<file path="src/hw/rtl/xmpnd_pkg.sv">
// Package: shared types and constants of the packed note decoder.
`timescale 1ns / 1ps

package xmpnd_pkg;

   localparam logic [7:0] ABSENT_BYTE    = 8'hFF;
   localparam logic [7:0] KEY_OFF_NOTE   = 8'hFE;
   localparam logic [7:0] KEY_OFF_EFFECT = 8'd20;
   localparam logic [7:0] KEY_OFF_INDEX  = 8'd96;
   localparam logic [7:0] MAX_COMMAND    = 8'h0F;
   localparam logic [7:0] NO_INSTRUMENT  = 8'h00;

   // Fields of one completed note, before conversion.
   typedef struct packed {
      logic [7:0] note;
      logic [7:0] instrument;
      logic [7:0] volume;
      logic [7:0] effect;
      logic [7:0] param;
   } note_raw_type;

endpackage

</file>
<file path="src/hw/rtl/xmpnd_if.sv">
// Interfaces: byte request channel and note result channel.
`timescale 1ns / 1ps

interface xmpnd_req_if;
   logic       valid;
   logic       ready;
   logic [7:0] in_byte;

   modport source (output valid, output in_byte, input ready);
   modport sink   (input valid, input in_byte, output ready);
endinterface

interface xmpnd_rsp_if;
   logic       valid;
   logic       ready;
   logic [7:0] out_note;
   logic [7:0] out_instrument;
   logic [7:0] out_volume;
   logic [3:0] out_command;
   logic [7:0] out_argument;

   modport source (output valid, output out_note, output out_instrument,
                   output out_volume, output out_command, output out_argument,
                   input ready);
   modport sink   (input valid, input out_note, input out_instrument,
                   input out_volume, input out_command, input out_argument,
                   output ready);
endinterface

</file>
<file path="src/hw/rtl/xm_packed_note_decoder_top.sv">
// Top level of the packed pattern note decoder.
//
//   channel   dir   modport   transfer moves
//   req_bus   in    sink      one packed pattern byte (in_byte)
//   rsp_bus   out   source    one converted note (note, instrument, volume, command, argument)
//
// One byte per cycle while rsp_bus is not stalled; a byte is decoded the cycle after its
// transfer unless a stall holds it, and its note, if it completes one, is on rsp_bus
// the cycle after that.
// Synchronous active-high reset clears the byte valid flag, the collection state
// and the result valid; held fields return to their defaults.
// A stalled result holds the decode stage; at most one more byte is taken into
// the input register before req_bus.ready drops.
`timescale 1ns / 1ps

module xm_packed_note_decoder_top (
   input  logic        clock,
   input  logic        reset,
   xmpnd_req_if.sink   req_bus,
   xmpnd_rsp_if.source rsp_bus
);

   logic                    take;
   logic                    raw_valid;
   xmpnd_pkg::note_raw_type raw;

   xmpnd_unpack u_unpack (
      .clock     (clock),
      .reset     (reset),
      .req_bus   (req_bus),
      .take      (take),
      .raw_valid (raw_valid),
      .raw       (raw)
   );

   xmpnd_convert u_convert (
      .clock     (clock),
      .reset     (reset),
      .raw_valid (raw_valid),
      .raw       (raw),
      .take      (take),
      .rsp_bus   (rsp_bus)
   );

endmodule

</file>
<file path="src/hw/rtl/xmpnd_unpack.sv">
// Unpack: input byte register and field collection state.
`timescale 1ns / 1ps

module xmpnd_unpack (
   input  logic                   clock,
   input  logic                   reset,
   xmpnd_req_if.sink              req_bus,
   input  logic                   take,
   output logic                   raw_valid,
   output xmpnd_pkg::note_raw_type raw
);

   localparam logic [2:0] PHASE_FIRST = 3'd0;
   localparam logic [2:0] PHASE_INS   = 3'd1;
   localparam logic [2:0] PHASE_VOL   = 3'd2;
   localparam logic [2:0] PHASE_EFF   = 3'd3;
   localparam logic [2:0] PHASE_PARAM = 3'd4;

   logic       byte_valid_ff, byte_valid_in;
   logic [7:0] byte_ff;
   logic       fire;

   logic [2:0] phase_ff, phase_in;
   logic [4:0] mask_ff, mask_in;
   logic       packed_ff, packed_in;
   logic [7:0] note_ff, note_in;
   logic [7:0] ins_ff, ins_in;
   logic [7:0] vol_ff, vol_in;
   logic [7:0] eff_ff, eff_in;
   logic       emit;
   logic [7:0] param;

   assign fire          = byte_valid_ff && take;
   assign req_bus.ready = !byte_valid_ff || take;

   always_comb begin
      if (req_bus.valid && req_bus.ready) begin
         byte_valid_in = 1'b1;
      end else if (fire) begin
         byte_valid_in = 1'b0;
      end else begin
         byte_valid_in = byte_valid_ff;
      end
   end

   always_comb begin
      phase_in  = phase_ff;
      mask_in   = mask_ff;
      packed_in = packed_ff;
      note_in   = note_ff;
      ins_in    = ins_ff;
      vol_in    = vol_ff;
      eff_in    = eff_ff;
      emit      = 1'b0;
      param     = xmpnd_pkg::ABSENT_BYTE;
      if (phase_ff == PHASE_FIRST) begin
         if (byte_ff[7]) begin
            packed_in = 1'b1;
            mask_in   = byte_ff[4:0];
            note_in   = xmpnd_pkg::ABSENT_BYTE;
            ins_in    = xmpnd_pkg::NO_INSTRUMENT;
            vol_in    = xmpnd_pkg::ABSENT_BYTE;
            eff_in    = xmpnd_pkg::ABSENT_BYTE;
            if (byte_ff[4:0] == 5'd0) begin
               emit = 1'b1;
            end else begin
               phase_in = PHASE_INS;
            end
         end else begin
            packed_in = 1'b0;
            mask_in   = 5'd0;
            note_in   = byte_ff;
            phase_in  = PHASE_INS;
         end
      end else if (packed_ff) begin
         // lowest pending mask bit selects the field this byte fills
         if (mask_ff[0]) begin
            note_in = byte_ff;
            mask_in = mask_ff & 5'b11110;
         end else if (mask_ff[1]) begin
            ins_in  = byte_ff;
            mask_in = mask_ff & 5'b11100;
         end else if (mask_ff[2]) begin
            vol_in  = byte_ff;
            mask_in = mask_ff & 5'b11000;
         end else if (mask_ff[3]) begin
            eff_in  = byte_ff;
            mask_in = mask_ff & 5'b10000;
         end else begin
            // parameter is always the last packed field
            param = byte_ff;
            emit  = 1'b1;
         end
         if (mask_in == 5'd0) begin
            emit = 1'b1;
         end
      end else begin
         case (phase_ff)
            PHASE_INS: begin
               ins_in   = byte_ff;
               phase_in = PHASE_VOL;
            end
            PHASE_VOL: begin
               vol_in   = byte_ff;
               phase_in = PHASE_EFF;
            end
            PHASE_EFF: begin
               eff_in   = byte_ff;
               phase_in = PHASE_PARAM;
            end
            default: begin
               param = byte_ff;
               emit  = 1'b1;
            end
         endcase
      end
      if (emit) begin
         phase_in = PHASE_FIRST;
         mask_in  = 5'd0;
      end
   end

   assign raw_valid      = fire && emit;
   assign raw.note       = note_in;
   assign raw.instrument = ins_in;
   assign raw.volume     = vol_in;
   assign raw.effect     = eff_in;
   assign raw.param      = param;

   always_ff @(posedge clock) begin
      if (reset) begin
         byte_valid_ff <= 1'b0;
         phase_ff      <= PHASE_FIRST;
         mask_ff       <= 5'd0;
         packed_ff     <= 1'b0;
         note_ff       <= xmpnd_pkg::ABSENT_BYTE;
         ins_ff        <= xmpnd_pkg::NO_INSTRUMENT;
         vol_ff        <= xmpnd_pkg::ABSENT_BYTE;
         eff_ff        <= xmpnd_pkg::ABSENT_BYTE;
      end else begin
         byte_valid_ff <= byte_valid_in;
         if (fire) begin
            phase_ff  <= phase_in;
            mask_ff   <= mask_in;
            packed_ff <= packed_in;
            note_ff   <= note_in;
            ins_ff    <= ins_in;
            vol_ff    <= vol_in;
            eff_ff    <= eff_in;
         end
      end
   end

   always_ff @(posedge clock) begin
      if (req_bus.valid && req_bus.ready) begin
         byte_ff <= req_bus.in_byte;
      end
   end

   a_emit_restarts: assert property (@(posedge clock) disable iff (reset)
      raw_valid |=> phase_ff == PHASE_FIRST && mask_ff == 5'd0)
      else $error("note completed but collection state not cleared");

   a_packed_pending: assert property (@(posedge clock) disable iff (reset)
      packed_ff && phase_ff != PHASE_FIRST |-> mask_ff != 5'd0)
      else $error("packed note in progress with empty mask");

   a_phase_range: assert property (@(posedge clock) disable iff (reset)
      phase_ff <= PHASE_PARAM)
      else $error("field phase out of range");

endmodule

</file>
<file path="src/hw/rtl/xmpnd_convert.sv">
// Convert: note/effect conversion and result register.
`timescale 1ns / 1ps

module xmpnd_convert (
   input  logic                    clock,
   input  logic                    reset,
   input  logic                    raw_valid,
   input  xmpnd_pkg::note_raw_type raw,
   output logic                    take,
   xmpnd_rsp_if.source             rsp_bus
);

   logic       out_valid_ff, out_valid_in;
   logic [7:0] note_ff, note_in;
   logic [7:0] ins_ff, ins_in;
   logic [7:0] vol_ff;
   logic [3:0] cmd_ff, cmd_in;
   logic [7:0] arg_ff, arg_in;

   assign take = !out_valid_ff || rsp_bus.ready;

   always_comb begin
      if (raw_valid) begin
         out_valid_in = 1'b1;
      end else if (rsp_bus.ready) begin
         out_valid_in = 1'b0;
      end else begin
         out_valid_in = out_valid_ff;
      end
   end

   always_comb begin
      ins_in = raw.instrument;
      cmd_in = 4'd0;
      arg_in = 8'd0;
      if (raw.note == 8'd0 || raw.note == xmpnd_pkg::ABSENT_BYTE) begin
         note_in = xmpnd_pkg::ABSENT_BYTE;
      end else begin
         note_in = raw.note - 8'd1;
      end
      if (note_in == xmpnd_pkg::KEY_OFF_INDEX) begin
         note_in = xmpnd_pkg::KEY_OFF_NOTE;
      end
      if (raw.effect <= xmpnd_pkg::MAX_COMMAND) begin
         cmd_in = raw.effect[3:0];
         arg_in = (raw.param == xmpnd_pkg::ABSENT_BYTE) ? 8'd0 : raw.param;
      end
      if (raw.effect == xmpnd_pkg::KEY_OFF_EFFECT) begin
         ins_in  = xmpnd_pkg::NO_INSTRUMENT;
         note_in = xmpnd_pkg::KEY_OFF_NOTE;
      end
   end

   always_ff @(posedge clock) begin
      if (reset) begin
         out_valid_ff <= 1'b0;
      end else begin
         out_valid_ff <= out_valid_in;
      end
   end

   always_ff @(posedge clock) begin
      if (raw_valid) begin
         note_ff <= note_in;
         ins_ff  <= ins_in;
         vol_ff  <= raw.volume;
         cmd_ff  <= cmd_in;
         arg_ff  <= arg_in;
      end
   end

   assign rsp_bus.valid          = out_valid_ff;
   assign rsp_bus.out_note       = note_ff;
   assign rsp_bus.out_instrument = ins_ff;
   assign rsp_bus.out_volume     = vol_ff;
   assign rsp_bus.out_command    = cmd_ff;
   assign rsp_bus.out_argument   = arg_ff;

endmodule

</file>
<file path="src/flat_wrapper.sv">
// flat-port wrapper written by rule: the top's interface ports become plain ports
module xm_packed_note_decoder_top_flat 
  (clock, reset, req_bus_valid, req_bus_in_byte, req_bus_ready, rsp_bus_valid, rsp_bus_out_note, rsp_bus_out_instrument, rsp_bus_out_volume, rsp_bus_out_command, rsp_bus_out_argument, rsp_bus_ready);
  xmpnd_req_if req_bus_i ();
  xmpnd_rsp_if rsp_bus_i ();
  input  logic clock;
  input  logic reset;
  input wire logic [$bits(req_bus_i.valid)-1:0] req_bus_valid;
  input wire logic [$bits(req_bus_i.in_byte)-1:0] req_bus_in_byte;
  output wire logic [$bits(req_bus_i.ready)-1:0] req_bus_ready;
  output wire logic [$bits(rsp_bus_i.valid)-1:0] rsp_bus_valid;
  output wire logic [$bits(rsp_bus_i.out_note)-1:0] rsp_bus_out_note;
  output wire logic [$bits(rsp_bus_i.out_instrument)-1:0] rsp_bus_out_instrument;
  output wire logic [$bits(rsp_bus_i.out_volume)-1:0] rsp_bus_out_volume;
  output wire logic [$bits(rsp_bus_i.out_command)-1:0] rsp_bus_out_command;
  output wire logic [$bits(rsp_bus_i.out_argument)-1:0] rsp_bus_out_argument;
  input wire logic [$bits(rsp_bus_i.ready)-1:0] rsp_bus_ready;
  assign req_bus_i.valid = req_bus_valid;
  assign req_bus_i.in_byte = req_bus_in_byte;
  assign req_bus_ready = req_bus_i.ready;
  assign rsp_bus_valid = rsp_bus_i.valid;
  assign rsp_bus_out_note = rsp_bus_i.out_note;
  assign rsp_bus_out_instrument = rsp_bus_i.out_instrument;
  assign rsp_bus_out_volume = rsp_bus_i.out_volume;
  assign rsp_bus_out_command = rsp_bus_i.out_command;
  assign rsp_bus_out_argument = rsp_bus_i.out_argument;
  assign rsp_bus_i.ready = rsp_bus_ready;
  xm_packed_note_decoder_top u_core (.clock(clock), .reset(reset), .req_bus(req_bus_i), .rsp_bus(rsp_bus_i));
endmodule
</file>
<file path="config.mk">
export PLATFORM = sky130hd
export DESIGN_NAME = xm_packed_note_decoder_top_flat
export DESIGN_NICKNAME = d
export VERILOG_FILES = /design/src/hw/rtl/xmpnd_pkg.sv /design/src/hw/rtl/xmpnd_if.sv /design/src/hw/rtl/xm_packed_note_decoder_top.sv /design/src/hw/rtl/xmpnd_unpack.sv /design/src/hw/rtl/xmpnd_convert.sv /design/src/flat_wrapper.sv
export SDC_FILE = /design/constraint.sdc
export NUM_CORES = 1
export LEC_CHECK = 0
export BUFFER_PORTS_ARGS = -buffer_cell sky130_fd_sc_hd__buf_2
export CAP_MARGIN = 15
export CORE_ASPECT_RATIO = 0.5
export CORE_MARGIN = 1
export CORE_UTILIZATION = 55
export DETAILED_ROUTE_END_ITERATION = 7
export PLACE_DENSITY = 0.76
export SYNTH_ARGS = -nofsm -noshare
export SYNTH_HDL_FRONTEND = slang
export SYNTH_SLANG_ARGS = --single-unit
</file>
<file path="constraint.sdc">
create_clock -name clock -period 5.15 [get_ports clock]
set_input_delay 1.03 -clock clock [delete_from_list [all_inputs] [get_ports clock]]
set_output_delay 1.03 -clock clock [all_outputs]
set_load 0.005 [all_outputs]
</file>
==> impl_summary.log, run 1 <==
INFO  metric status = finished, final reports clean
INFO  metric rsz0062_at_grt = no
INFO  metric netlist_area = 4290 µm²
INFO  metric setup_tns = 0 ns
INFO  metric drt_first_iter_violations = 393
INFO  metric timing.slew.headroom = 0.291
INFO  metric worst_setup_path_start_kind = flip-flop
INFO  metric post_cts_resized = 0
INFO  metric count_of_hold_fix_buffers_inserted_at_cts = 0
INFO  metric timing_worst_slew_pin_value = 1.06 ns
INFO  metric worstSetupStartpoint = u_core.u_unpack.phase_ff[2]
INFO  metric crit_path_end_kind = flip-flop
INFO  metric worst-setup-path-type = flip-flop to flip-flop
INFO  metric post-place-cells = 524
INFO  metric antenna_left = 0
INFO  metric worst_path_fanout_max = 23
INFO  metric postLayoutCoreUtil = 0.644
INFO  metric r2r_start = u_core.u_unpack.phase_ff[2]
INFO  metric design.die.area = 8180 µm²
INFO  metric place_congestion = 0.899
INFO  metric die_width = 127 µm
INFO  metric grt_overflow = 0
INFO  metric syn-instance-count = 411
INFO  metric core.rowCount = 22
INFO  metric cellLeakagePower = 0.00175 µW
INFO  metric core_area = 7430 µm²
INFO  metric global_route_wire_length_before_repair = 15.7 mm
INFO  metric dp_hpwl = 6.31 mm
INFO  metric warnings_synthesis = 0
INFO  metric maxSlewViolCount = 0
INFO  metric tritoncts_num_sinks = 87
INFO  metric final.fill_count = 604
INFO  metric num-nets-final = 454
INFO  metric r2r_slack = 1.56 ns
INFO  metric layout.cell_area.non_filler = 4780 µm²
INFO  metric clockBufferDepth = 2
INFO  metric detail_route.first_pass.iterations = 6
INFO  metric async_flop_share = 0
INFO  metric synth.lib_cells_used.distinct = 72
INFO  metric worst_r2r_path_depth = 9
INFO  metric global_route.usage.total = 0.251
INFO  metric number_of_enable_flip_flop_cells_after_synthesis = 44
INFO  metric finClkSkew = 0.00581 ns
INFO  metric regToRegEndpoint = u_core.u_convert.rsp_bus.out_note[7]
INFO  metric grt_start_max_net_pins = 44
INFO  metric layout.cells.non_filler = 540
INFO  metric finalCriticalPeriod = 3.59 ns
INFO  metric io_buffer_count = 49
INFO  metric syn-num-nets = 426
INFO  metric synth_flop_cell = edfxtp_1
INFO  metric synth-seq-area-share = 0.508
INFO  metric place_worst_setup_slack = 1.66 ns
INFO  metric ys_top_cells_by_area = edfxtp_1 (31%), dfxtp_1 (20%), nor2_1 (4.4%)
INFO  metric timing.hold.worst_endpoint = u_core.u_unpack.eff_ff[5]
INFO  metric cp_data_arrival_time = 3.65 ns
INFO  metric drive_gt1_frac = 0.200
INFO  metric pwr_density_cell = 315 nW/µm²
INFO  metric synthDominantAreaCellType = edfxtp_1
INFO  metric worst_setup_hold_path_clk_slew = 0.06 ns
INFO  metric clkLatencyLatePin = 0.34 ns
INFO  metric cts_tree = yes
INFO  metric h-tree-depth = 3
INFO  metric timing.final.hold_violations = 0
INFO  metric netlist.area_leader.share = 0.308
INFO  metric diodes = 0
INFO  metric wire_per_inst = 18.0 µm
INFO  metric worstHoldPathType = flip-flop to flip-flop
INFO  metric floorplan.initialDensity = 0.577
INFO  metric setup_ws = 1.56 ns
INFO  metric max-vdd-ir-drop = 0.186 mV
INFO  metric synth-seq-cells = 87
INFO  metric antenna_found_initial = 0
INFO  metric worst_hold_startpoint = u_core.u_unpack.eff_ff[5]
INFO  metric cp.required = 5.21 ns
INFO  metric post_cts_setup_buffers = 0
INFO  metric drv_cap = 0
INFO  metric layout_worst_path_cycle_share = 0.696
INFO  metric detailed_route_wl = 9.73 mm
INFO  metric timing.final.setup_violations = 0
INFO  metric die_y = 64.5 µm
INFO  metric routed-via-count = 3,462
INFO  metric clockRootBuffer = clkbuf_16
INFO  metric drt_drc_violations_left = 0
INFO  metric grt_pass1_vias = 3,156
INFO  metric syn_to_final_growth = 11.5%
INFO  metric holdPathStages = 1
INFO  metric viasPerCell = 6.41
INFO  metric io_pins = 50
INFO  metric post_synth.cell_area_avg = 10.4 µm²
INFO  metric area_after_detailed_placement = 4530 µm²
INFO  metric clock.fmax = 279 MHz
INFO  metric cts_inserted_buffers = 9
## critical path, cell delays in order, from the launching register on
cell       delay, ns
dfxtp_1         0.72
or3_1           0.80
nand2_1         0.40
o22ai_1         0.48
inv_1           0.11
ha_1            0.22
nand2b_1        0.12
nor4_4          0.05
a2bb2oi_4       0.24
o2111ai_1       0.14
## cells in the mapped netlist (3+ instances only)
master,n
o21a_1,10
a22oi_1,17
nand2b_1,17
nor2b_1,3
nand2_1,16
nor3_1,4
o221a_2,3
edfxtp_1,44
xnor2_1,3
clkbuf_1,21
ha_1,3
a31oi_1,4
nand4_1,11
a211o_1,11
o22ai_1,18
and2_1,6
inv_1,7
o22a_1,7
a22o_1,7
o22ai_2,3
o32ai_1,3
nand3b_1,3
nand3_1,11
dfxtp_1,43
and3_1,5
buf_2,6
a21oi_1,15
o21ai_0,3
o21bai_1,3
or3_1,3
buf_4,3
nor2_1,50
## flip-flops by register name (all words and copies together), names as in the netlist
signal	count
u_core.u_convert.rsp_bus.out_argument	8
u_core.u_unpack.ins_ff	8
u_core.u_unpack.byte_valid_ff	1
u_core.u_convert.rsp_bus.valid	1
u_core.u_convert.rsp_bus.out_instrument	8
u_core.u_unpack.vol_ff	8
u_core.u_convert.rsp_bus.out_note	8
u_core.u_unpack.note_ff	8
u_core.u_unpack.packed_ff	1
u_core.u_unpack.phase_ff	3
u_core.u_convert.rsp_bus.out_command	4
u_core.u_unpack.mask_ff	5
u_core.u_convert.rsp_bus.out_volume	8
u_core.u_unpack.byte_ff	8
u_core.u_unpack.eff_ff	8
## cells by family after synthesis
family,count (synthesis),synth area share
AO/OA/AOI/OAI,129,0.241
buffers and inverters,39,0.0385
flip-flops,87,0.508
adder cells (fa/ha/maj),4,0.0111
XOR/XNOR,4,0.00816
AND/OR/NAND/NOR,148,0.193
## layout make-up
type                    count  area [µm²]  share of cell area
clock buffers              11         233              0.0486
clock inverters             5        26.3             0.00549
inverters                   7        26.3             0.00549
multi-input cells         285        1950               0.408
flip-flops and latches     87        2180               0.456
well taps                  96         120              0.0251
repair buffers             49         245              0.0513
## worst max path at each step
stage / endpoint / slack [ns] / cells after the start
detailed placement: u_core.u_convert.rsp_bus.out_note[7] / 1.66 / 9
global placement: u_core.u_convert.rsp_bus.out_note[7] / 1.81 / 9
CTS: u_core.u_convert.rsp_bus.out_note[7] / 1.61 / 9
finish: u_core.u_convert.rsp_bus.out_note[7] / 1.56 / 9
global route: u_core.u_convert.rsp_bus.out_note[7] / 1.26 / 9
floorplan: u_core.u_convert.rsp_bus.out_argument[0] / 1.61 / 6
## placed cells by master (no fill, tap or decap), types with 3 or more instances in the layout
cell       instances
a211o_1           11
a21oi_1           15
a22o_1             7
a22oi_1           17
a31oi_1            4
and2_1             6
and3_1             5
buf_2             49
clkbuf_16          9
clkinv_2           3
dfxtp_1           43
edfxtp_1          44
ha_1               3
inv_1              7
nand2_1           16
nand2b_1          17
nand3_1           11
nand3b_1           3
nand4_1           11
nor2_1            49
nor2b_1            3
nor3_1             4
o21a_1            10
o21ai_0            3
o21bai_1           3
o221a_2            3
o22a_1             7
o22ai_1           18
o22ai_2            3
o32ai_1            3
or3_1              3
xnor2_1            3
## report_power, final
| group | total, µW | switching (µW) | internal, µW |
|---|---|---|---|
| Combinational | 150 | 92.9 | 56.8 |
| Clock | 576 | 253 | 323 |
| Sequential | 780 | 35.9 | 744 |
## metrics by stage
step	hold WS (ns)	total power, µW
4_1_cts	0.454	1510
6_report	0.458	1510
5_1_grt	0.472	1550
2_1_floorplan	0.426	903
3_5_place_dp	0.440	941
3_3_place_gp	0.433	935
## layer usage
layer	track usage	wire [µm]	vias up
met3	0.0677	848	25
met1	0.345	4440	1623
li1	-	-	1630
met5	0	0	-
met2	0.382	4300	184
met4	0.0967	136	0
No activity file was read; power rests on OpenSTA's default activity.
==> run 2, diff against run 1 <==
Settings changed: ABC_AREA set to 1, PLACE_DENSITY 0.76 to 0.75.
Clock period 5.15 ns to 3.7 ns, I/O delays scaled along.
==> run 2 against run 1 <==
Compared with the run above: clock skew is 0.0031 ns higher; synthesized area is 11% higher; first-iteration DRC count is 8.9% lower; core utilization is 0.43 points higher; total power is 48% higher; sequential share of layout area is 4.6 points lower; combinational power is 96% higher; count of clock-buffer cells in the layout is 2 higher; cell count is 42% higher; via count is 25% higher; flip-flop and latch count stayed put; largest power group unchanged.
==> impl_summary.log, run 2 <==
INFO  metric grt_start_max_net_pins = 40
INFO  metric drive_gt1_frac = 0.148
INFO  metric cpLargestDelayFamily = simple AND/OR/NAND/NOR gates
INFO  metric timing.slew.headroom = 0.364
INFO  metric cells_along_the_critical_path = nor2_4 -> nand2_4 -> nor2_4 -> nand2_1 -> nand2_4 -> inv_1 -> ha_1 -> nand3_1 -> nor2_1 -> nand2_1 -> nand2_2 -> inv_1 -> nand2_1 -> nand3_2 -> nand3_1
INFO  metric max-vdd-ir-drop = 0.272 mV
INFO  metric core_area = 8200 µm²
INFO  metric status = finished, final reports clean
INFO  metric drv_cap = 0
INFO  metric rsz0062_at_grt = no
INFO  metric pwr_density_cell = 420 nW/µm²
INFO  metric syn-num-nets = 631
INFO  metric timing_worst_slew_pin_value = 0.953 ns
INFO  metric worst-setup-path-type = flip-flop to flip-flop
INFO  metric syn-instance-count = 616
INFO  metric dp_hpwl = 7.69 mm
INFO  metric clkLatencyLatePin = 0.34 ns
INFO  metric timing.final.hold_violations = 0
INFO  metric synth.top_cells.by_count = nand2_1 (136), inv_1 (69), nor2_1 (63)
INFO  metric crit_path_end_kind = flip-flop
INFO  metric cellLeakagePower = 0.00246 µW
INFO  metric maxSlewViolCount = 0
INFO  metric cts_tree = yes
INFO  metric tritoncts_num_sinks = 87
INFO  metric post-layout-total-power = 2230 µW
INFO  metric global_route_wire_length_before_repair = 18.5 mm
INFO  metric postLayoutCoreUtil = 0.648
INFO  metric max_stage_delay = 0.46 ns
INFO  metric drt_first_iter_violations = 358
INFO  metric detail_route.first_pass.iterations = 5
INFO  metric count_of_hold_fix_buffers_inserted_at_cts = 0
INFO  metric place_congestion = 0.883
INFO  metric die_width = 134 µm
INFO  metric worst_path_fanout_max = 38
INFO  metric cp.required = 3.78 ns
INFO  metric critical_path.slowest_cell = nor2_4
INFO  metric layout_worst_path_cycle_share = 0.797
INFO  metric synth.most_common_cell = nand2_1
INFO  metric grt_overflow = 0
INFO  metric finClkSkew = 0.00890 ns
INFO  metric diodes = 0
INFO  metric antenna_left = 0
INFO  metric worst_setup_hold_path_clk_slew = 0.06 ns
INFO  metric routed-via-count = 4,317
INFO  metric worstHoldPathType = flip-flop to flip-flop
INFO  metric detailed_route_wl = 11.2 mm
INFO  metric io_buffer_count = 49
INFO  metric post_cts_resized = 0
INFO  metric h-tree-depth = 3
INFO  metric number_of_enable_flip_flop_cells_after_synthesis = 44
INFO  metric layout.cells.most_common_list = nand2_1 (136), inv_1 (69), nor2_1 (63), a21oi_1 (51), buf_2 (49)
INFO  metric cp_data_arrival_time = 3.03 ns
INFO  metric finalCriticalPeriod = 2.95 ns
INFO  metric setup_tns = 0 ns
INFO  metric synth-seq-cells = 87
INFO  metric synth-seq-area-share = 0.457
INFO  metric netlist_area = 4780 µm²
INFO  metric wire_per_inst = 14.6 µm
INFO  metric drt_drc_violations_left = 0
INFO  metric global_route.usage.total = 0.267
INFO  metric synthDominantAreaCellType = edfxtp_1
INFO  metric async_flop_share = 0
INFO  metric syn_to_final_growth = 11.3%
INFO  metric io_pins = 50
INFO  metric cts_inserted_buffers = 9
INFO  metric core.rowCount = 23
INFO  metric worst_setup_path_start_kind = flip-flop
INFO  metric most_common_cell_after_layout_fill_and_taps_aside = nand2_1
INFO  metric viasPerCell = 5.61
INFO  metric synth_flop_cell = edfxtp_1
INFO  metric post_cts_setup_buffers = 0
INFO  metric worst-path-buf-inv = 2
INFO  metric die_y = 67.9 µm
INFO  metric antenna_found_initial = 0
INFO  metric design.die.area = 9080 µm²
INFO  metric timing.critical_path.mode_cell = nand2_1
INFO  metric num-nets-final = 667
INFO  metric warnings_synthesis = 0
INFO  metric grt_pass1_vias = 3,827
INFO  metric synth.lib_cells_used.distinct = 37
INFO  metric floorplan.initialDensity = 0.582
INFO  metric ys_top_cells_by_area = edfxtp_1 (28%), dfxtp_1 (18%), nand2_1 (11%)
INFO  metric netlist.area_leader.share = 0.277
INFO  metric clock.fmax = 339 MHz
INFO  metric clockRootBuffer = clkbuf_16
INFO  metric timing.final.setup_violations = 0
INFO  metric timing.hold.ws = 0.472 ns
INFO  metric post_synth.cell_area_avg = 7.75 µm²
INFO  metric clockBufferDepth = 2
[run 2: cell count changes after synthesis, sizes merged, moves of 17 or more]
cell / change
nor2: +23
nand2b: -17
nand2: +131
inv: +65
o21ai: +43
nand3: +30
o22ai: -21
a21oi: +35
o211ai: +19
[run 2: cell type report]
type,instances,area (µm²)
multi-input cells,428,2170
inverters,73,274
fillers,706,2890
clock buffers,13,260
well taps,112,140
clock inverters,3,17.5
repair buffers,53,275
flip-flops and latches,87,2180
[run 2: per-layer routing]
layer	vias up	track usage	wire length (µm)
met5	-	0	0
met4	0	0.0909	125
met3	11	0.0481	680
met2	124	0.448	5120
met1	2023	0.355	5290
li1	2159	-	-
[run 2: power by group]
group | total (µW) | switching (µW) | internal [µW]
clock | 846 | 355 | 491
combinational | 294 | 201 | 92.9
sequential | 1090 | 37.1 | 1050
[run 2: final timing paths]
check	startpoint	end	slack, ns	depth (start not counted)
min reg2reg	u_core.u_unpack.note_ff[0]	u_core.u_unpack.note_ff[0]	0.47	2
max reg2reg	u_core.u_unpack.phase_ff[2]	u_core.u_convert.rsp_bus.out_note[3]	0.75	15
max	u_core.u_unpack.phase_ff[2]	u_core.u_convert.rsp_bus.out_note[3]	0.75	15
min	u_core.u_unpack.note_ff[0]	u_core.u_unpack.note_ff[0]	0.47	2
[run 2: tightest hold or removal path: stages, from the launching register on]
cell	delay (ns)
dfxtp_1	0.33
a21oi_1	0.06
o21ai_0	0.06
[run 2: kinds of logic after synthesis]
| group | synth area share |
|---|---|
| simple gates | 0.270 |
| compound gates | 0.174 |
| buf+inv | 0.0906 |
| flops | 0.457 |
| fa+ha+maj | 0.00786 |
[run 2: per-stage QoR]
step / instances / instance area [µm²] / setup slack (ns)
6_report: 769 / 5320 / 0.752
5_1_grt: 769 / 5320 / 0.490
4_1_cts: 769 / 5320 / 0.793
3_5_place_dp: 753 / 5040 / 0.803
3_3_place_gp: 753 / 5040 / 0.934
2_1_floorplan: 616 / 4780 / 0.983
